[config.mk]
export PLATFORM = sky130hd
export DESIGN_NAME = i2c_register_read_sequencer_top_flat
export DESIGN_NICKNAME = d
export VERILOG_FILES = /design/src/design/i2crrs_pkg.sv /design/src/design/i2crrs_in_if.sv /design/src/design/i2crrs_out_if.sv /design/src/design/i2crrs_step.sv /design/src/design/i2c_register_read_sequencer_top.sv /design/src/flat_wrapper.sv
export SDC_FILE = /design/constraint.sdc
export NUM_CORES = 1
export LEC_CHECK = 0
export ABC_CLOCK_PERIOD_IN_PS = 5100
export BUFFER_PORTS_ARGS = -buffer_cell sky130_fd_sc_hd__buf_4
export CAP_MARGIN = 10
export CORE_MARGIN = 4
export CORE_UTILIZATION = 35
export DETAILED_ROUTE_END_ITERATION = 7
export GPL_TIMING_DRIVEN = 0
export HOLD_SLACK_MARGIN = 0.1
export PLACE_DENSITY_LB_ADDON = 0.2
export SLEW_MARGIN = 20
export SYNTH_ARGS = -nofsm -noshare
export SYNTH_HDL_FRONTEND = slang
export SYNTH_SLANG_ARGS = --single-unit
[constraint.sdc]
create_clock -name clk -period 5.1 [get_ports clk]
set_input_delay 0.765 -clock clk [delete_from_list [all_inputs] [get_ports clk]]
set_output_delay 0.765 -clock clk [all_outputs]
set_load 0.02 [all_outputs]
[src/design/i2crrs_pkg.sv]
// ----------------------------------------------------------------------------
// I2C register read sequencer package
// Item types and shared codes for the register read sequencer.
// ----------------------------------------------------------------------------
package i2crrs_pkg;

	// Operation codes of an input item
	localparam logic OP_START = 1'b0;
	localparam logic OP_EVENT = 1'b1;

	// Transfer status codes
	localparam logic [1:0] ST_DONE   = 2'd0;
	localparam logic [1:0] ST_BUSY   = 2'd1;
	localparam logic [1:0] ST_FAILED = 2'd2;

	// Enable / transmit-interrupt control codes
	localparam logic [1:0] CTL_NONE = 2'd0;
	localparam logic [1:0] CTL_ON   = 2'd1;
	localparam logic [1:0] CTL_OFF  = 2'd2;

	// Sequencer phase codes
	localparam logic [2:0] PH_ADDR_WRITE = 3'd0;
	localparam logic [2:0] PH_SUB_ADDR   = 3'd1;
	localparam logic [2:0] PH_START_READ = 3'd2;
	localparam logic [2:0] PH_READ_BYTE  = 3'd4;
	localparam logic [2:0] PH_READ_LAST  = 3'd5;
	localparam logic [2:0] PH_END        = 3'd6;

	// Address byte bits
	localparam logic [7:0] AUTO_INC_BIT = 8'h80;
	localparam logic [7:0] READ_FLAG    = 8'h01;

	typedef struct packed {
		logic       op;
		logic [7:0] device_address;
		logic [6:0] register_address;
		logic [7:0] byte_count;
		logic       nack_seen;
		logic       tx_empty;
		logic       rx_full;
		logic [7:0] rx_data;
	} in_item_t;

	typedef struct packed {
		logic       tx_valid;
		logic [7:0] tx_byte;
		logic       send_start;
		logic       send_stop;
		logic       flush;
		logic       arm_nak;
		logic [1:0] enable_ctl;
		logic [1:0] txi_ctl;
		logic       store_valid;
		logic [7:0] store_data;
		logic [7:0] store_index;
		logic [1:0] status;
	} out_item_t;

endpackage

[src/design/i2crrs_in_if.sv]
// ----------------------------------------------------------------------------
// Input channel
// Valid/ready channel carrying one start request or controller event.
// ----------------------------------------------------------------------------
interface i2crrs_in_if import i2crrs_pkg::*; ();
	logic     valid;
	logic     ready;
	in_item_t data;

	modport source(output valid, output data, input ready);
	modport sink(input valid, input data, output ready);
endinterface

[src/design/i2crrs_out_if.sv]
// ----------------------------------------------------------------------------
// Result channel
// Valid/ready channel carrying the controller writes of one step.
// ----------------------------------------------------------------------------
interface i2crrs_out_if import i2crrs_pkg::*; ();
	logic      valid;
	logic      ready;
	out_item_t data;

	modport source(output valid, output data, input ready);
	modport sink(input valid, input data, output ready);
endinterface

[src/design/i2crrs_step.sv]
// ----------------------------------------------------------------------------
// I2C register read sequencer step
// Holds the transfer state and works out the controller writes of one item.
// ----------------------------------------------------------------------------
module i2crrs_step import i2crrs_pkg::*; (
	input  logic      clk,
	input  logic      arst_n,
	input  logic      step_en,
	input  in_item_t  item,
	output out_item_t result
);

	logic [2:0] phase_q, phase_d;
	logic [1:0] xfer_status_q, xfer_status_d;
	logic [7:0] saved_device_q, saved_device_d;
	logic [6:0] saved_register_q, saved_register_d;
	logic [7:0] remaining_q, remaining_d;
	logic [7:0] next_index_q, next_index_d;
	logic [7:0] remaining_dec;

	assign remaining_dec = remaining_q - 8'd1;

	// Next state and result of one item
	always_comb begin
		phase_d          = phase_q;
		xfer_status_d    = xfer_status_q;
		saved_device_d   = saved_device_q;
		saved_register_d = saved_register_q;
		remaining_d      = remaining_q;
		next_index_d     = next_index_q;
		result           = '0;

		if (item.op == OP_START) begin
			xfer_status_d     = ST_BUSY;
			saved_device_d    = item.device_address;
			saved_register_d  = item.register_address;
			remaining_d       = (item.byte_count == 8'd0) ? 8'd1 : item.byte_count;
			next_index_d      = 8'd0;
			phase_d           = PH_ADDR_WRITE;
			result.enable_ctl = CTL_ON;
			result.txi_ctl    = CTL_ON;
		end else if (item.nack_seen) begin
			// NACK after the last byte ends the transfer; anywhere else it fails
			if (phase_q == PH_READ_LAST) begin
				result.store_valid = 1'b1;
				result.store_data  = item.rx_data;
				result.store_index = next_index_q;
				result.send_stop   = 1'b1;
				xfer_status_d      = ST_DONE;
			end else begin
				result.send_stop = 1'b1;
				result.flush     = 1'b1;
				result.txi_ctl   = CTL_OFF;
				xfer_status_d    = ST_FAILED;
			end
			result.enable_ctl = CTL_OFF;
			phase_d           = PH_END;
		end else if (item.tx_empty || item.rx_full) begin
			case (phase_q)
				PH_ADDR_WRITE: begin
					result.tx_valid   = 1'b1;
					result.tx_byte    = saved_device_q & ~READ_FLAG;
					result.send_start = 1'b1;
					phase_d           = PH_SUB_ADDR;
				end
				PH_SUB_ADDR: begin
					result.tx_valid = 1'b1;
					result.tx_byte  = (remaining_q > 8'd1) ?
						(AUTO_INC_BIT | {1'b0, saved_register_q}) : {1'b0, saved_register_q};
					phase_d         = PH_START_READ;
				end
				PH_START_READ: begin
					result.tx_valid   = 1'b1;
					result.tx_byte    = saved_device_q | READ_FLAG;
					result.send_start = 1'b1;
					result.txi_ctl    = CTL_OFF;
					if (remaining_q == 8'd1) begin
						result.arm_nak = 1'b1;
						phase_d        = PH_READ_LAST;
					end else begin
						phase_d = PH_READ_BYTE;
					end
				end
				PH_READ_BYTE: begin
					result.store_valid = 1'b1;
					result.store_data  = item.rx_data;
					result.store_index = next_index_q;
					next_index_d       = next_index_q + 8'd1;
					remaining_d        = remaining_dec;
					// arm NAK ahead of the final byte
					if (remaining_dec == 8'd1) begin
						result.arm_nak = 1'b1;
						phase_d        = PH_READ_LAST;
					end
				end
				default: begin
				end
			endcase
		end

		result.status = xfer_status_d;
	end

	// Transfer state
	always_ff @(posedge clk or negedge arst_n) begin
		if (!arst_n) begin
			phase_q          <= PH_END;
			xfer_status_q    <= ST_DONE;
			saved_device_q   <= 8'd0;
			saved_register_q <= 7'd0;
			remaining_q      <= 8'd0;
			next_index_q     <= 8'd0;
		end else if (step_en) begin
			phase_q          <= phase_d;
			xfer_status_q    <= xfer_status_d;
			saved_device_q   <= saved_device_d;
			saved_register_q <= saved_register_d;
			remaining_q      <= remaining_d;
			next_index_q     <= next_index_d;
		end
	end

endmodule

[src/design/i2c_register_read_sequencer_top.sv]
// ----------------------------------------------------------------------------
// I2C register read sequencer
// Master-side sequencer driving an interrupt-based I2C register read.
// ----------------------------------------------------------------------------
// Usage:
//   in_ch  takes one item per handshake: a start request (device address,
//          register address, byte count) or a controller event (NACK,
//          transmit empty, receive full, received byte).
//   out_ch gives exactly one result item per input item: the byte to write,
//          start/stop/flush/NAK commands, enable and transmit-interrupt
//          changes, a received byte with its store index, and the status.
//   The result passes through the input register, then the step logic
//   feeding the result register; a receiver stall can hold it in between.
//   Throughput is one item per cycle while the receiver takes results;
//   the transfer state is registered together with the result.
//   When the receiver stalls, the result register holds and the input
//   register fills; in_ch.ready drops only when both are occupied.
//   Reset clears both pipeline stages and puts the sequencer in the
//   end-of-cycle phase with status done.
// ----------------------------------------------------------------------------
module i2c_register_read_sequencer_top import i2crrs_pkg::*; (
	input logic         clk,
	input logic         arst_n,
	i2crrs_in_if.sink   in_ch,
	i2crrs_out_if.source out_ch
);

	logic      valid_s1;
	in_item_t  item_s1;
	logic      out_valid_q;
	out_item_t out_q;
	logic      advance;
	out_item_t step_result;

	// Stage 1 moves into the result register when that is free or being taken
	assign advance      = valid_s1 && (!out_valid_q || out_ch.ready);
	assign in_ch.ready  = !valid_s1 || advance;
	assign out_ch.valid = out_valid_q;
	assign out_ch.data  = out_q;

	// Input register
	always_ff @(posedge clk or negedge arst_n) begin
		if (!arst_n) begin
			valid_s1 <= 1'b0;
		end else if (in_ch.ready) begin
			valid_s1 <= in_ch.valid;
		end
	end

	always_ff @(posedge clk) begin
		if (in_ch.ready && in_ch.valid) begin
			item_s1 <= in_ch.data;
		end
	end

	i2crrs_step u_step (
		.clk    (clk),
		.arst_n (arst_n),
		.step_en(advance),
		.item   (item_s1),
		.result (step_result)
	);

	// Result register
	always_ff @(posedge clk or negedge arst_n) begin
		if (!arst_n) begin
			out_valid_q <= 1'b0;
		end else if (advance) begin
			out_valid_q <= 1'b1;
		end else if (out_ch.ready) begin
			out_valid_q <= 1'b0;
		end
	end

	always_ff @(posedge clk) begin
		if (advance) begin
			out_q <= step_result;
		end
	end

endmodule
[src/flat_wrapper.sv]
// flat-port wrapper written by rule: the top's interface ports become plain ports
module i2c_register_read_sequencer_top_flat import i2crrs_pkg::*;
  (clk, arst_n, in_ch_valid, in_ch_data, in_ch_ready, out_ch_valid, out_ch_data, out_ch_ready);
  i2crrs_in_if in_ch_i ();
  i2crrs_out_if out_ch_i ();
  input logic clk;
  input logic arst_n;
  input wire logic [$bits(in_ch_i.valid)-1:0] in_ch_valid;
  input wire logic [$bits(in_ch_i.data)-1:0] in_ch_data;
  output wire logic [$bits(in_ch_i.ready)-1:0] in_ch_ready;
  output wire logic [$bits(out_ch_i.valid)-1:0] out_ch_valid;
  output wire logic [$bits(out_ch_i.data)-1:0] out_ch_data;
  input wire logic [$bits(out_ch_i.ready)-1:0] out_ch_ready;
  assign in_ch_i.valid = in_ch_valid;
  assign in_ch_i.data = in_ch_data;
  assign in_ch_ready = in_ch_i.ready;
  assign out_ch_valid = out_ch_i.valid;
  assign out_ch_data = out_ch_i.data;
  assign out_ch_i.ready = out_ch_ready;
  i2c_register_read_sequencer_top u_core (.clk(clk), .arst_n(arst_n), .in_ch(in_ch_i), .out_ch(out_ch_i));
endmodule
Word level (Yosys, flattened, before mapping):

Index checks and enable logic that the tools add are counted.

* register bits after elaboration: 109
* input port bits: 39
* word-level logic and storage cells: 95

* order comparisons: 1
* multiplexer cells: 34
* bitwise gates (word level): 2
* reductions and logical operators: 16
* equality and inequality tests: 12
* $add $sub $neg: 2

Operators by type and width (number)
* $mux W8: 10
* $mux W19: 2
* $mux W17: 2
* $pmux W9 S3: 1
* $eq A8 B1 Y1 const B: 2
* $mux W2: 6
* $mux W3: 4
* $pmux W3 S4: 1
* $add A8 B1 Y8 const B: 1
* $gt A8 B1 Y1 const B: 1
* $logic_not A8 Y1: 1
* $reduce_and A4 Y1: 2
* $sub A8 B1 Y8 const B: 1
* $mux W1: 7
* $eq A3 B3 Y1 const B: 2
* $ne A2 B2 Y1 const B: 3
* $ne A6 B6 Y1 const B: 1
* $ne A4 B4 Y1 const B: 1
* $reduce_and A2 Y1: 2
* $eq A3 B1 Y1 const B: 1
* $eq A3 B2 Y1 const B: 1
* $logic_not A3 Y1: 1
* $logic_or A1 B1 Y1: 3
* $ne A3 B3 Y1 const B: 1
* 7 further kinds: 10

Logic depth before layout (Yosys ltp):

* depth after elaboration: 7
* mapped depth: 7
* depth with buffers taken out: 7

Modules after synthesis:

From an unflattened synthesis, not the netlist that was laid out.

* cells, all modules: 358
* area, all modules: 4469.3 µm²

By module, submodules not included
* i2c_register_read_sequencer_top: cells each 79, instances 1, area an instance 2235.9 µm²
* i2crrs_step: cells each 279, instances 1, area an instance 2233.4 µm²

Worst setup path before layout:

Ideal clock, no wire load.

* path kind: input to register
* start point: in out_ch_ready
* end point: reg u_core.u_step.phase_q[0]
* slack: 2.174 ns
* stages: 7
* data required time: 4.970 ns
* path buffers: 1
* data arrival time: 2.797 ns
* library setup time: 0.130 ns
* path through: nand2b_1 > nand2_1 > clkinv_1 > clkbuf_1 > o21ai_0 > nand2_1 > o21ai_0

* cells in the longest elaborated chain, start to end: 3

Ends and longest elaborated chain
* start: declaration: RTL line flat_wrapper.sv:13 `input wire logic [$bits(out_ch_i.ready)-1:0] out_ch_ready;`
* $logic_or A1 B1 Y1: RTL line i2c_register_read_sequencer_top.sv:36 `assign advance = valid_s1 && (!out_valid_q || out_ch.ready);`
* $logic_and A1 B1 Y1: RTL line i2c_register_read_sequencer_top.sv:36
* net u_core.advance: RTL line i2c_register_read_sequencer_top.sv:32 `logic advance;`
* $reduce_and A4 Y1 (no source line)
* end signal: assignment: RTL line i2crrs_step.sv:114 `phase_q <= phase_d;`
* end: declaration: RTL line i2crrs_step.sv:13 `logic [2:0] phase_q, phase_d;`

The timed path passes the listed nets, and every way through them passes these cells.
A chain may end at the register's enable or synchronous reset.

Worst setup path after layout:

* start point: in out_ch_ready
* end point: reg u_core.u_step.remaining_q[3]

* cells in the longest elaborated chain, start to end: 3

Ends and longest elaborated chain
* $logic_or A1 B1 Y1: RTL line i2c_register_read_sequencer_top.sv:36
* $logic_and A1 B1 Y1: RTL line i2c_register_read_sequencer_top.sv:36
* net u_core.advance: RTL line i2c_register_read_sequencer_top.sv:32
* $reduce_and A4 Y1 (no source line)
* end signal: assignment: RTL line i2crrs_step.sv:118 `remaining_q <= remaining_d;`
* end: declaration: RTL line i2crrs_step.sv:17 `logic [7:0] remaining_q, remaining_d;`

The timed path passes the listed nets, and every way through them passes these cells.

==> impl_metrics.ini <==
[routing]
drc = 0
ant_nets = 0
drt_iter0_markers = 135
wirelength_um = 8670
drt_pass1_iterations = 4
vias = 2888
routedWlPerCell_um = 13.9
vias_per_cell = 4.62

[synthesis]
synthSimpleGateAreaFrac_pct = 18.5
avgSynthCellArea_um2 = 12.0
synth-seq-area-share_pct = 67.9
synth_edf_count = 68
synthTopCellsByCount = 68 x edfxtp_1, 65 x nand2_1, 35 x dfrtp_1, 30 x nor2_1, 21 x a21oi_1
synth.distinct_cells = 44
yosys.area.top_type_share_pct = 46.7
ys.flop_type = edfxtp_1
yosys_warnings = 0
synth_most_common_cell = edfxtp_1
syn_area_um2 = 4370
synth-compound-area-share_pct = 7.78
syn_inst = 364
synth_top_family_by_area = simple AND/OR/NAND/NOR gates
synthMuxAreaShare_pct = 0.944
ys_seq_elements = 105
synth_xor_area_share_pct = 1.00
async_flop_share_pct = 35.2
synthAdderAreaFrac_pct = 1.14
synth_top_cells_by_area = edfxtp_1 47%, dfrtp_1 20%, nand2_1 5.6%
yosys.area.top_type = edfxtp_1
synth_nets = 407

[timing]
finalHoldViolCount = 0
skew_ps = 4.80
maxSlewHeadroom_pct = 60.7
hold_slack_ps = 400
timing.fmax_mhz = 432
min_period_over_period_pct = 45.4
setup_viol_count_final = 0
period_minus_slack_ps = 2310
rsz0062_at_grt = no
drv_slew = 0
worstMarginPinSlew_ps = 587
fin_setup_tns_ps = 0

[pwr]
switchingPower_mw = 0.630
netSwitchingFraction_pct = 27.7
power_density_nw_per_um2 = 413
pwr-share-seq_pct = 48.4
finalPower_mw = 2.27
p_leak_nw = 2.26
pwr-share-clk_pct = 31.3
peakVddDrop_uv = 219
p_int_mw = 1.64
combPwrFrac_pct = 20.3

[worst_setup_path]
worstReg2RegStart = u_core.item_s1[10]$_DFFE_PP_
cp-end-kind = flip-flop
required_ps = 5320
ff2ff_path_depth = 6
reg2reg_to = u_core.out_ch.data[8]$_SDFFCE_PN0P_
ff2ff_setup_slack_ps = 2950
crit_path_max_fanout = 31
critPathLaunchType = primary input
path_class = primary input to flip-flop
cp.arrival_ps = 2540

[cells_and_area]
num_antenna_cells = 0
nFillCells = 1164
drive_above_1_share_pct = 23.0
area_delta_synth_final_pct = 25.8
nNetsFinal = 495
final_core_util_pct = 45.4

[placement]
hpwl_um = 6150
gp_congestion = 0.836
io_buffers = 75

[die]
dieWidth_um = 120
start_util_pct = 36.1
fp-row-count = 40
die_h_um = 120
coreArea_um2 = 12100
die-area_um2 = 14300
ios = 77

[global_routing]
grt_max_degree = 38
grt_use_total_pct = 12.9
antenna_found_initial = 0
grt_overflow = 0
grt_pass1_vias = 2852
grt_pass1_wl_um = 14500

[min_path]
hold_class = primary input to asynchronous set/reset pin

[clock_tree]
cts_htree_levels = 3
clock_sinks = 105
cts_tree = built
post_cts_buffers = 0
holdBufCountCts = 0
root_buffer = clkbuf_16
insertion_delay_ps = 330
cts-buffers-inserted = 9
clock_path_buffers = 2
ctsResizeCount = 0
clk_pin_slew_ps = 60

[status]
status = finished clean

[flow_run]
maxCapViolations = 0
[cells by family (layout without fill, tap and decap cells)]
group	count (synthesis)	after routing
mux	4	4
fa+ha+maj	4	4
compound gates	56	56
buf+inv	27	120
flops	105	105
simple gates	163	163
xor+xnor	5	5
[state kept, by name, summed over array words and instances (netlist names)]
name / flops
u_core.item_s1: 34
u_core.out_ch.data: 34
u_core.u_step.next_index_q: 8
u_core.u_step.remaining_q: 8
u_core.u_step.saved_device_q: 7
u_core.u_step.saved_register_q: 7
u_core.u_step.phase_q: 3
u_core.u_step.xfer_status_q: 2
u_core.out_ch.valid: 1
u_core.valid_s1: 1
[routing by layer]
metal  wire, µm  up-vias  GRT usage (%)
li1           -     1456              -
met5          0        -              0
met2       4160       67           20.2
met4        141        0           5.15
met1       3950     1353           17.3
met3        418       12           3.16
[critical path, stage by stage]
cell and delay [ps]:
buf_4 110, nand2b_1 150, nand2_1 270, clkinv_1 320, clkbuf_2 370, buf_12 260, o211a_1 120, o22a_1 160
[how the worst max path moves through the flow]
stage | end | slack [ps] | start | depth (start not counted)
floorplan | u_core.u_step.phase_q[0]$_DFFE_PN0P_ | 2170 | out_ch_ready | 7
global route | u_core.u_step.next_index_q[3]$_DFFE_PN0P_ | 2610 | out_ch_ready | 9
global placement | u_core.u_step.phase_q[0]$_DFFE_PN0P_ | 1100 | out_ch_ready | 8
detailed placement | u_core.u_step.next_index_q[3]$_DFFE_PN0P_ | 2410 | out_ch_ready | 9
CTS | u_core.u_step.next_index_q[3]$_DFFE_PN0P_ | 2760 | out_ch_ready | 9
finish | u_core.u_step.remaining_q[3]$_DFFE_PN0P_ | 2790 | out_ch_ready | 8
[final cells by class]
cell class                      count  area [µm²]  area share [%]
Sequential cell                   105        2970            54.0
Multi-Input combinational cell    232        1280            23.4
Timing Repair Buffer               77         603            11.0
Clock buffer                       10         229            4.16
Tap cell                          168         210            3.82
Clock inverter                      6        82.6            1.50
Buffer                             16        78.8            1.43
Inverter                           11        41.3           0.751
[per-stage QoR]
step	cells	setup slack, ps	cell area (µm²)
floorplan	364	2170	4370
detailed placement	609	2410	5190
finish	625	2790	5500
global route	625	2610	5500
global placement	607	1100	5150
CTS	625	2760	5500
[power by group through the flow]
stage	registers, mW	clock network (mW)	logic, mW
floorplan	1.13	0	0.284
global placement	1.12	0	0.454
detailed placement	1.12	0	0.465
CTS	1.10	0.737	0.467
global route	1.12	0.773	0.520
finish	1.10	0.711	0.461
[placed cells by master, fill, tap and decap left out, types with 4 or more instances in the layout]
cell type and n:
nor2b_1 9, and2_1 17, or3_1 6, o21ai_0 15, xor2_1 4, inv_1 9, clkinv_1 4, edfxtp_1 68
nor2_1 30, buf_4 77, a21oi_1 21, nand2b_1 5, dfrtp_1 35, nor3_1 9, o22ai_1 4, nand2_1 65
a31oi_1 6, clkbuf_16 9, ha_1 4, clkbuf_1 11
No activity file was read; power rests on OpenSTA's default activity.
